$ cat src/hdl/cau_pkg.sv
// ----------------------------------------------------------------------------
// Complex ALU package
// Shared types, constants and arithmetic helpers for the complex ALU.
// ----------------------------------------------------------------------------
package cau_pkg;

   localparam int DATA_WIDTH = 16;
   localparam int FRAC_BITS  = 8;

   localparam int SUMD_W = DATA_WIDTH + 1;          // add/sub/negate result
   localparam int PROD_W = 2 * DATA_WIDTH;          // one 16x16 product
   localparam int MAG_W  = PROD_W + 1;              // magnitude of a sum of products
   localparam int NUM_W  = MAG_W + FRAC_BITS + 1;   // scaled divide numerator
   localparam int QUO_W  = DATA_WIDTH + 1;          // divide quotient bits
   localparam int CMP_W  = MAG_W + QUO_W;           // shifted divisor
   localparam int DIV_STEPS = QUO_W + 1;            // overflow check + quotient bits
   localparam int SQ_W      = PROD_W + 1;           // square root working width
   localparam int SQ_STEPS  = DATA_WIDTH;

   localparam int ANG_FRAC     = 24;
   localparam int CORDIC_STEPS = 25;
   localparam int XY_W         = DATA_WIDTH + 4;
   localparam int Z_W          = 28;
   localparam int ANG_SH       = ANG_FRAC - FRAC_BITS;
   localparam logic signed [Z_W-1:0] PI_ANG = 28'sd52707178;
   localparam logic [DATA_WIDTH-1:0] PI_Q =
      DATA_WIDTH'((52707178 + (1 << (ANG_SH - 1))) >> ANG_SH);

   localparam logic signed [Z_W-1:0] ATAN_TAB [0:CORDIC_STEPS-1] = '{
      28'sd13176795, 28'sd7778716, 28'sd4110060, 28'sd2086331, 28'sd1047214,
      28'sd524117,   28'sd262123,  28'sd131069,  28'sd65536,   28'sd32768,
      28'sd16384,    28'sd8192,    28'sd4096,    28'sd2048,    28'sd1024,
      28'sd512,      28'sd256,     28'sd128,     28'sd64,      28'sd32,
      28'sd16,       28'sd8,       28'sd4,       28'sd2,       28'sd1
   };

   localparam int REQ_DEPTH = 4;
   localparam int REQ_AW    = $clog2(REQ_DEPTH);
   localparam int REQ_CW    = $clog2(REQ_DEPTH + 1);
   localparam int RSP_DEPTH = 32;
   localparam int RSP_AW    = $clog2(RSP_DEPTH);
   localparam int RSP_CW    = $clog2(RSP_DEPTH + 1);

   typedef enum logic [2:0] {
      OP_ADD   = 3'd0,
      OP_SUB   = 3'd1,
      OP_MUL   = 3'd2,
      OP_DIV   = 3'd3,
      OP_MOD   = 3'd4,
      OP_ARG   = 3'd5,
      OP_CONJ  = 3'd6,
      OP_EQUAL = 3'd7
   } op_type;

   localparam logic [1:0] ST_OK   = 2'd0;
   localparam logic [1:0] ST_DIV0 = 2'd1;
   localparam logic [1:0] ST_SAT  = 2'd2;

   typedef struct packed {
      logic [2:0]            req_type;
      logic [DATA_WIDTH-1:0] a_re;
      logic [DATA_WIDTH-1:0] a_im;
      logic [DATA_WIDTH-1:0] b_re;
      logic [DATA_WIDTH-1:0] b_im;
   } req_item_type;

   typedef struct packed {
      logic [DATA_WIDTH-1:0] res_re;
      logic [DATA_WIDTH-1:0] res_im;
      logic                  is_equal;
      logic [1:0]            status;
   } rsp_item_type;

   // classified command handed from front to back
   typedef struct packed {
      op_type                op;
      logic                  div_zero;
      logic                  y_zero;
      logic                  x_neg;
      logic [DATA_WIDTH-1:0] a_re;
      logic [DATA_WIDTH-1:0] a_im;
      logic [DATA_WIDTH-1:0] b_re;
      logic [DATA_WIDTH-1:0] b_im;
   } cmd_type;

   // record carried down the iteration chain
   typedef struct packed {
      op_type                  op;
      logic [DATA_WIDTH-1:0]   pre_re;
      logic [DATA_WIDTH-1:0]   pre_im;
      logic                    pre_sat;
      logic                    pre_eq;
      logic                    div_zero;
      logic                    y_zero;
      logic                    x_neg;
      logic [MAG_W-1:0]        den;
      logic [1:0][NUM_W-1:0]   drem;
      logic [1:0][QUO_W-1:0]   dquo;
      logic [1:0]              dovf;
      logic [1:0]              dneg;
      logic [SQ_W-1:0]         srem;
      logic [SQ_W-1:0]         sres;
      logic signed [XY_W-1:0]  cx;
      logic signed [XY_W-1:0]  cy;
      logic signed [Z_W-1:0]   cz;
   } work_type;

   typedef struct packed {
      logic [DATA_WIDTH-1:0] val;
      logic                  ovf;
   } sat_type;

   // clamp a sign/magnitude value to the signed data range
   function automatic sat_type sat_mag(input logic neg, input logic [MAG_W-1:0] mag);
      sat_type          r;
      logic [MAG_W-1:0] lim;
      lim = MAG_W'(1) << (DATA_WIDTH - 1);
      if (!neg) begin
         if (mag >= lim) begin
            r.val = {1'b0, {(DATA_WIDTH-1){1'b1}}};
            r.ovf = 1'b1;
         end else begin
            r.val = mag[DATA_WIDTH-1:0];
            r.ovf = 1'b0;
         end
      end else if (mag > lim) begin
         r.val = {1'b1, {(DATA_WIDTH-1){1'b0}}};
         r.ovf = 1'b1;
      end else begin
         r.val = DATA_WIDTH'(0) - mag[DATA_WIDTH-1:0];
         r.ovf = 1'b0;
      end
      return r;
   endfunction

   function automatic sat_type sat_int(input logic signed [SUMD_W-1:0] v);
      logic [SUMD_W-1:0] m;
      m = v[SUMD_W-1] ? (~v + 1'b1) : v;
      return sat_mag(v[SUMD_W-1], MAG_W'(m));
   endfunction

   // one chain stage: CORDIC rotation, divide bit and square root bit
   function automatic work_type cau_step(input work_type w, input int k);
      work_type               r;
      logic signed [XY_W-1:0] xs;
      logic signed [XY_W-1:0] ys;
      logic [CMP_W-1:0]       dsh;
      logic [CMP_W-1:0]       remx;
      logic [SQ_W-1:0]        bitv;
      logic [SQ_W-1:0]        trial;
      r  = w;
      xs = w.cx >>> k;
      ys = w.cy >>> k;
      if (!w.cy[XY_W-1]) begin
         r.cx = w.cx + ys;
         r.cy = w.cy - xs;
         r.cz = w.cz + ATAN_TAB[k];
      end else begin
         r.cx = w.cx - ys;
         r.cy = w.cy + xs;
         r.cz = w.cz - ATAN_TAB[k];
      end
      if (k < DIV_STEPS) begin
         dsh = CMP_W'(w.den) << (QUO_W - k);
         for (int p = 0; p < 2; p++) begin
            remx = CMP_W'(w.drem[p]);
            if (k == 0) begin
               r.dovf[p] = (remx >= dsh);
            end else if (remx >= dsh) begin
               r.drem[p] = NUM_W'(remx - dsh);
               r.dquo[p][QUO_W-k] = 1'b1;
            end
         end
      end
      if (k < SQ_STEPS) begin
         bitv  = SQ_W'(1) << (2 * (SQ_STEPS - 1 - k));
         trial = w.sres + bitv;
         if (w.srem >= trial) begin
            r.srem = w.srem - trial;
            r.sres = (w.sres >> 1) + bitv;
         end else begin
            r.sres = w.sres >> 1;
         end
      end
      return r;
   endfunction

endpackage

$ cat src/hdl/cau_front.sv
// ----------------------------------------------------------------------------
// Complex ALU front end
// Accepts requests, classifies them and queues them for the back end.
// ----------------------------------------------------------------------------
module cau_front import cau_pkg::*; (
   input  logic         clock,
   input  logic         reset,
   input  logic         req_push,
   output logic         req_full,
   input  req_item_type req_data,
   input  logic         cmd_pop,
   output logic         cmd_empty,
   output cmd_type      cmd_data
);

   cmd_type           mem_ff [REQ_DEPTH];
   logic [REQ_AW-1:0] wr_ptr_ff, wr_ptr_in;
   logic [REQ_AW-1:0] rd_ptr_ff, rd_ptr_in;
   logic [REQ_CW-1:0] count_ff, count_in;
   cmd_type           cls;
   logic              do_push, do_pop;

   always_comb begin
      cls.op       = op_type'(req_data.req_type);
      cls.div_zero = (req_data.b_re == '0) && (req_data.b_im == '0);
      cls.y_zero   = (req_data.a_im == '0);
      cls.x_neg    = req_data.a_re[DATA_WIDTH-1];
      cls.a_re     = req_data.a_re;
      cls.a_im     = req_data.a_im;
      cls.b_re     = req_data.b_re;
      cls.b_im     = req_data.b_im;
   end

   assign req_full  = (count_ff == REQ_CW'(REQ_DEPTH));
   assign cmd_empty = (count_ff == '0);
   assign cmd_data  = mem_ff[rd_ptr_ff];
   assign do_push   = req_push && !req_full;
   assign do_pop    = cmd_pop && !cmd_empty;

   always_comb begin
      wr_ptr_in = do_push ? wr_ptr_ff + 1'b1 : wr_ptr_ff;
      rd_ptr_in = do_pop  ? rd_ptr_ff + 1'b1 : rd_ptr_ff;
      count_in  = count_ff + REQ_CW'(do_push) - REQ_CW'(do_pop);
   end

   always_ff @(posedge clock) begin
      if (reset) begin
         wr_ptr_ff <= '0;
         rd_ptr_ff <= '0;
         count_ff  <= '0;
      end else begin
         wr_ptr_ff <= wr_ptr_in;
         rd_ptr_ff <= rd_ptr_in;
         count_ff  <= count_in;
      end
   end

   always_ff @(posedge clock) begin
      if (do_push) begin
         mem_ff[wr_ptr_ff] <= cls;
      end
   end

endmodule

$ cat config.mk
export PLATFORM = sky130hd
export DESIGN_NAME = cau_front
export DESIGN_NICKNAME = d
export VERILOG_FILES = /design/src/hdl/cau_pkg.sv /design/src/hdl/cau_front.sv
export SDC_FILE = /design/constraint.sdc
export NUM_CORES = 1
export LEC_CHECK = 0
export ABC_AREA = 1
export BUFFER_PORTS_ARGS = -buffer_cell sky130_fd_sc_hd__buf_2
export CAP_MARGIN = 10
export CORE_MARGIN = 2
export CORE_UTILIZATION = 40
export CTS_BUF_LIST = sky130_fd_sc_hd__clkbuf_2 sky130_fd_sc_hd__clkbuf_4 sky130_fd_sc_hd__clkbuf_8
export CTS_CLUSTER_DIAMETER = 50
export DETAILED_ROUTE_END_ITERATION = 10
export HOLD_SLACK_MARGIN = 0.1
export PLACE_DENSITY = 0.73
export SLEW_MARGIN = 20
export SYNTH_ARGS = -nofsm -noshare
export SYNTH_HDL_FRONTEND = slang
export SYNTH_SLANG_ARGS = --single-unit
$ cat constraint.sdc
create_clock -name clock -period 3.9 [get_ports clock]
set_clock_uncertainty 0.15 [all_clocks]
set_input_delay 0.195 -clock clock [delete_from_list [all_inputs] [get_ports clock]]
set_output_delay 0.195 -clock clock [all_outputs]
set_load 0.01 [all_outputs]
**Word level (Yosys, flattened, before mapping)**

Memories as Yosys holds them, arrays and structs flattened. A register that Yosys moved wholly into a read port is not among the register bits.
Cells that the tools add are included.

- ROM bits: 0
- Memories: 1
- Output and inout bits: 72
- Word-level logic and storage cells: 22
- Bits in latches: 0
- Input bits: 71
- Bits in writable memories: 280
- Register bits: 7

- Reductions and logical operators: 9
- Multipliers: 0
- Multiplexer cells: 4
- Order comparisons: 0
- Divide/modulo/power cells: 0
- Equality and inequality tests: 1
- Shifts and indexed selects: 0
- Add/sub/neg operators: 4
- Bitwise operators: 0

Memories:

| name | words | bits a word | rd ports | clocked after memory_dff | wr ports | line | source |
|---|---|---|---|---|---|---|---|
| mem_ff | 4 | 70 | 1 | 1 | 1 | cau_front.sv:16 | `cmd_type mem_ff [REQ_DEPTH];` |

Operators with widths:

| cell | count |
|---|---|
| 16-bit zero test | 3 |
| 2-bit by 1-bit adder with 2-bit output (second input constant) | 2 |
| 2-bit two-way mux | 2 |
| 3-bit by 1-bit adder with 3-bit output | 1 |
| 3-bit equality test (second input constant) | 1 |
| 1-bit logical AND | 3 |
| 3-bit zero test | 1 |
| 3-bit by 1-bit subtractor with 3-bit output | 1 |
| 1-bit zero test | 2 |
| 1-bit two-way mux | 2 |

**Longest topological paths before layout**

- Depth in word-level cells: 5
- Depth in mapped cells: 11
- Mapped depth without buffers: 11

**Worst setup path before layout**

OpenSTA, ideal clock, no wires.

- Kind: reg-to-reg
- From: reg count_ff[1]
- To: mem mem_ff[0][0] in the netlist's numbering (enable)
- Period minus slack after synthesis: 4.234 ns
- Slack: -0.334 ns
- Cell stages (with the launch flop): 5
- Buffers on the path: 0
- Library setup time: 0.497 ns
- Arrival: 3.588 ns
- Data required time: 3.253 ns
- Cells stage by stage: dfxtp_1 -> inv_1 -> nand3_1 -> nand2_1 -> nor2_1

- Word-level cells in the longest chain between the ends: 5

RTL lines:

| what | line | source |
|---|---|---|
| from (decl) | cau_front.sv:19 | `logic [REQ_CW-1:0] count_ff, count_in;` |
| from (signal assigned) | cau_front.sv:54 | `count_ff <= count_in;` |
| 3-bit equality test | cau_front.sv:34 | `assign req_full = (count_ff == REQ_CW'(REQ_DEPTH));` |
| 1-bit zero test | cau_front.sv:37 | `assign do_push = req_push && !req_full;` |
| 1-bit logical AND | cau_front.sv:37 |  |
| 1-bit two-way mux | cau_front.sv:59 | `if (do_push) begin` |
| 1-bit two-way mux (implied by the code) | cau_front.sv:60 | `mem_ff[wr_ptr_ff] <= cls;` |
| to (decl) | cau_front.sv:16 |  |

Every way passes these cells.

==> impl_metrics.env <==
export IMPL_drv_cap=0
export IMPL_synth_area_sq_mm=0.01090
export IMPL_yosys_register_bits=285
export IMPL_combPwrFrac_pct=22.8
export IMPL_clk_latency_ps=540
export IMPL_cp_max_fo=88
export IMPL_period_needed_ps=3046
export IMPL_io_buffers=142
export IMPL_finalHoldViolCount=0
export IMPL_gp_congestion=0.7400
export IMPL_numCtsBuffers=45
export IMPL_seqPwrFrac_pct=46.2
export IMPL_multi_input_area_sq_mm=0.002066
export IMPL_syn_num_nets=856
export IMPL_slowest_delay_ps=730
export IMPL_ys_warn_count=0
export IMPL_gr_total_overflow=0
export IMPL_cts_clk_slew_worst_paths_ps=60
export IMPL_vdd_drop_max_mv=0.4119
export IMPL_die_width_um=169.0
export IMPL_slew_violations=0
export IMPL_coreArea_sq_mm=0.02688
export IMPL_syn_avg_cell_area_sq_um=14.00
export IMPL_worst_setup_path_type="reg -> out"
export IMPL_area_delta_synth_final_pct=24.36
export IMPL_vias_per_cell=5.049
export IMPL_cp_start_kind="register"
export IMPL_final_core_util_pct=50.41
export IMPL_drtIter0Drc=560
export IMPL_p_sw_share_pct=29.64
export IMPL_grt_pass1_vias=6984
export IMPL_power_density_mw_per_mm2=618.2
export IMPL_drt_pass1_iter_count=7
export IMPL_finalCritPeriodShare_pct=78.12
export IMPL_arrival_ps=2700
export IMPL_worstMarginPinSlew_ps=1045
export IMPL_pwr_share_clk_pct=31.1
export IMPL_finalSetupViolations=0
export IMPL_routed_wl_mm=23.47
export IMPL_placed_cells=1227
export IMPL_cp_data_required_time_ps=3560
export IMPL_hp_class="in -> reg"
export IMPL_syn_inst=778
export IMPL_status="complete, no violations"
export IMPL_grt_pass1_wl_mm=36.43
export IMPL_drtAntennaViolNets=0
export IMPL_grt_max_degree=102
export IMPL_vias=6967
export IMPL_crit_family="buffers and inverters"
export IMPL_die_area_sq_mm=0.02857
export IMPL_ios=143
export IMPL_crit_chain="buf_4 -> o21ai_0 -> o22ai_1 -> buf_2"
export IMPL_start_util_pct=40.54
export IMPL_path_depth=4
export IMPL_power_mw=8.376
export IMPL_regArea_sq_mm=0.008473
export IMPL_post_dp_hpwl_mm=12.84
export IMPL_yosysSeqAreaShare_pct=77.72
export IMPL_track_usage_pct=16.34
export IMPL_rsz0062_at_grt="false"
export IMPL_synth_top_cell_area_share_pct=76.07
export IMPL_reg2reg_to="mem_ff[0][49]"
export IMPL_post_cts_buffers=0
export IMPL_regToRegStartpoint="count_ff[1]"
export IMPL_critPathBufInv=2
export IMPL_wl_per_cell_um=17.01
export IMPL_ctsRootBufferMaster="clkbuf_8"
export IMPL_htree_num_levels=2
export IMPL_p_switching_mw=2.482
export IMPL_ff2ff_path_depth=5
export IMPL_tritoncts="yes"
export IMPL_n_fill_cell=2233
export IMPL_slew_headroom_pct=30.31
export IMPL_hold_path_depth=3
export IMPL_yosys_area_top_type="edfxtp_1"
export IMPL_nets=1081
export IMPL_clockBufferDepth=3
export IMPL_p_leak_nw=4.844
export IMPL_dp_slack_ps=1336
export IMPL_fmaxAchievable_mhz=328.2
export IMPL_antenna_found_initial=0
export IMPL_rows=60
export IMPL_drive_gt1_share_pct=23.10
export IMPL_synth_cell_types=22
export IMPL_crit_slowest_cell="buf_4"
export IMPL_worst_slack_ps=853.5
export IMPL_yosys_top_cells_area="edfxtp_1 76%, nor2_1 6.2%, o22ai_1 4.0%"
export IMPL_end_kind="output port"
export IMPL_r2r_setup_slack_ps=1380
export IMPL_fin_cells=1380
export IMPL_antenna_cells=0
export IMPL_drc=0
export IMPL_crit_end="cmd_data[20]"
export IMPL_chipHeight_um=169.0
export IMPL_internal_power_mw=5.893
export IMPL_cts_sinks=285
==> per-stage QoR <==
| stage | TNS (ps) | area [sq um] | hold WS [ps] |
|---|---|---|---|
| finish | 0 | 13550 | 229.2 |
| global route | 0 | 13550 | 199.1 |
| CTS | 0 | 13550 | 179.1 |
| detailed placement | 0 | 11890 | 232.8 |
| global placement | 0 | 11890 | 229.7 |
| floorplan | -92310 | 10900 | 116.2 |
==> metal layers <==
metal	routed length (um)	track usage, %
met3	1599	4.396
met1	10150	20.61
met2	11360	28.08
met5	0	0
met4	372	4.236
==> worst register-to-register path, stage by stage (launching register included) <==
cell and delay (ps):
dfxtp_1 350, inv_1 90, nand3_1 190, nand2_1 290
nor2_4 590, buf_4 480
==> cells in the mapped netlist <==
cell type	count
inv_4	1
nor2_1	179
fa_1	1
clkbuf_2	3
clkbuf_1	14
nand3_1	5
o21ai_1	52
o21ai_0	86
inv_1	20
xnor2_1	1
a21oi_1	5
buf_8	1
nand2_1	20
buf_6	11
ha_1	6
nand4_1	2
buf_4	8
o22ai_1	69
edfxtp_1	276
dfxtp_1	9
inv_2	1
buf_2	8
==> state kept, by name (all words and copies together), names as in the netlist, named ones only <==
signal	count
count_ff	3
mem_ff	276
rd_ptr_ff	2
wr_ptr_ff	2
==> cells in the final DEF (no fill, tap or decap), types with 2 or more instances in the layout <==
cell type      count
clkinv_2           7
dfxtp_1            7
o22ai_1           69
o21ai_1           52
nand2_1           20
a21oi_1            5
nor2_1           175
buf_12             4
inv_1             20
buf_2            142
nand4_1            2
clkbuf_4          17
nor2_4             4
bufinv_16          2
clkbuf_8          51
dlygate4sd3_1     70
ha_1               6
edfxtp_1         276
nand3_1            5
clkinv_1           4
o21ai_0           86
clkinvlp_4         2
buf_4              7
==> worst min path at each step <==
stage,start,to,slack [ps]
detailed placement,reset,count_ff[0],230
finish,reset,count_ff[0],230
CTS,reset,count_ff[0],180
global placement,reset,count_ff[0],230
floorplan,reset,count_ff[0],120
global route,reset,count_ff[0],200
==> cells by family after synthesis <==
group,share of synthesized area [%]
xor+xnor,0.08040
simple gates,7.200
buf+inv,3.594
compound gates,10.53
flops,77.72
fa+ha+maj,0.8727
==> power groups by stage <==
stage | clock network, mW | logic (mW) | registers [mW]
after floorplan | 0 | 1.23 | 3.90
after global placement | 0 | 1.84 | 3.92
after detailed placement | 0 | 1.87 | 3.93
after CTS | 2.66 | 1.93 | 3.87
after global routing | 2.81 | 2.12 | 3.89
final | 2.60 | 1.91 | 3.87
==> layout make-up <==
class                           count  share of cell area [%]
Clock inverter                     15                  0.9234
Tap cell                          341                   3.149
Multi-Input combinational cell    426                   15.25
Inverter                           22                  0.6279
Timing Repair Buffer              223                   11.40
Sequential cell                   285                   62.54
Clock buffer                       68                   6.122
==> repair_timing <==
action                                 in CTS  in global routing
gates resized for setup                     0                  0
hold buffers                               70                  0
endpoints found under the hold margin     285                  0
Note: power is estimated with default switching activity, not from simulation.
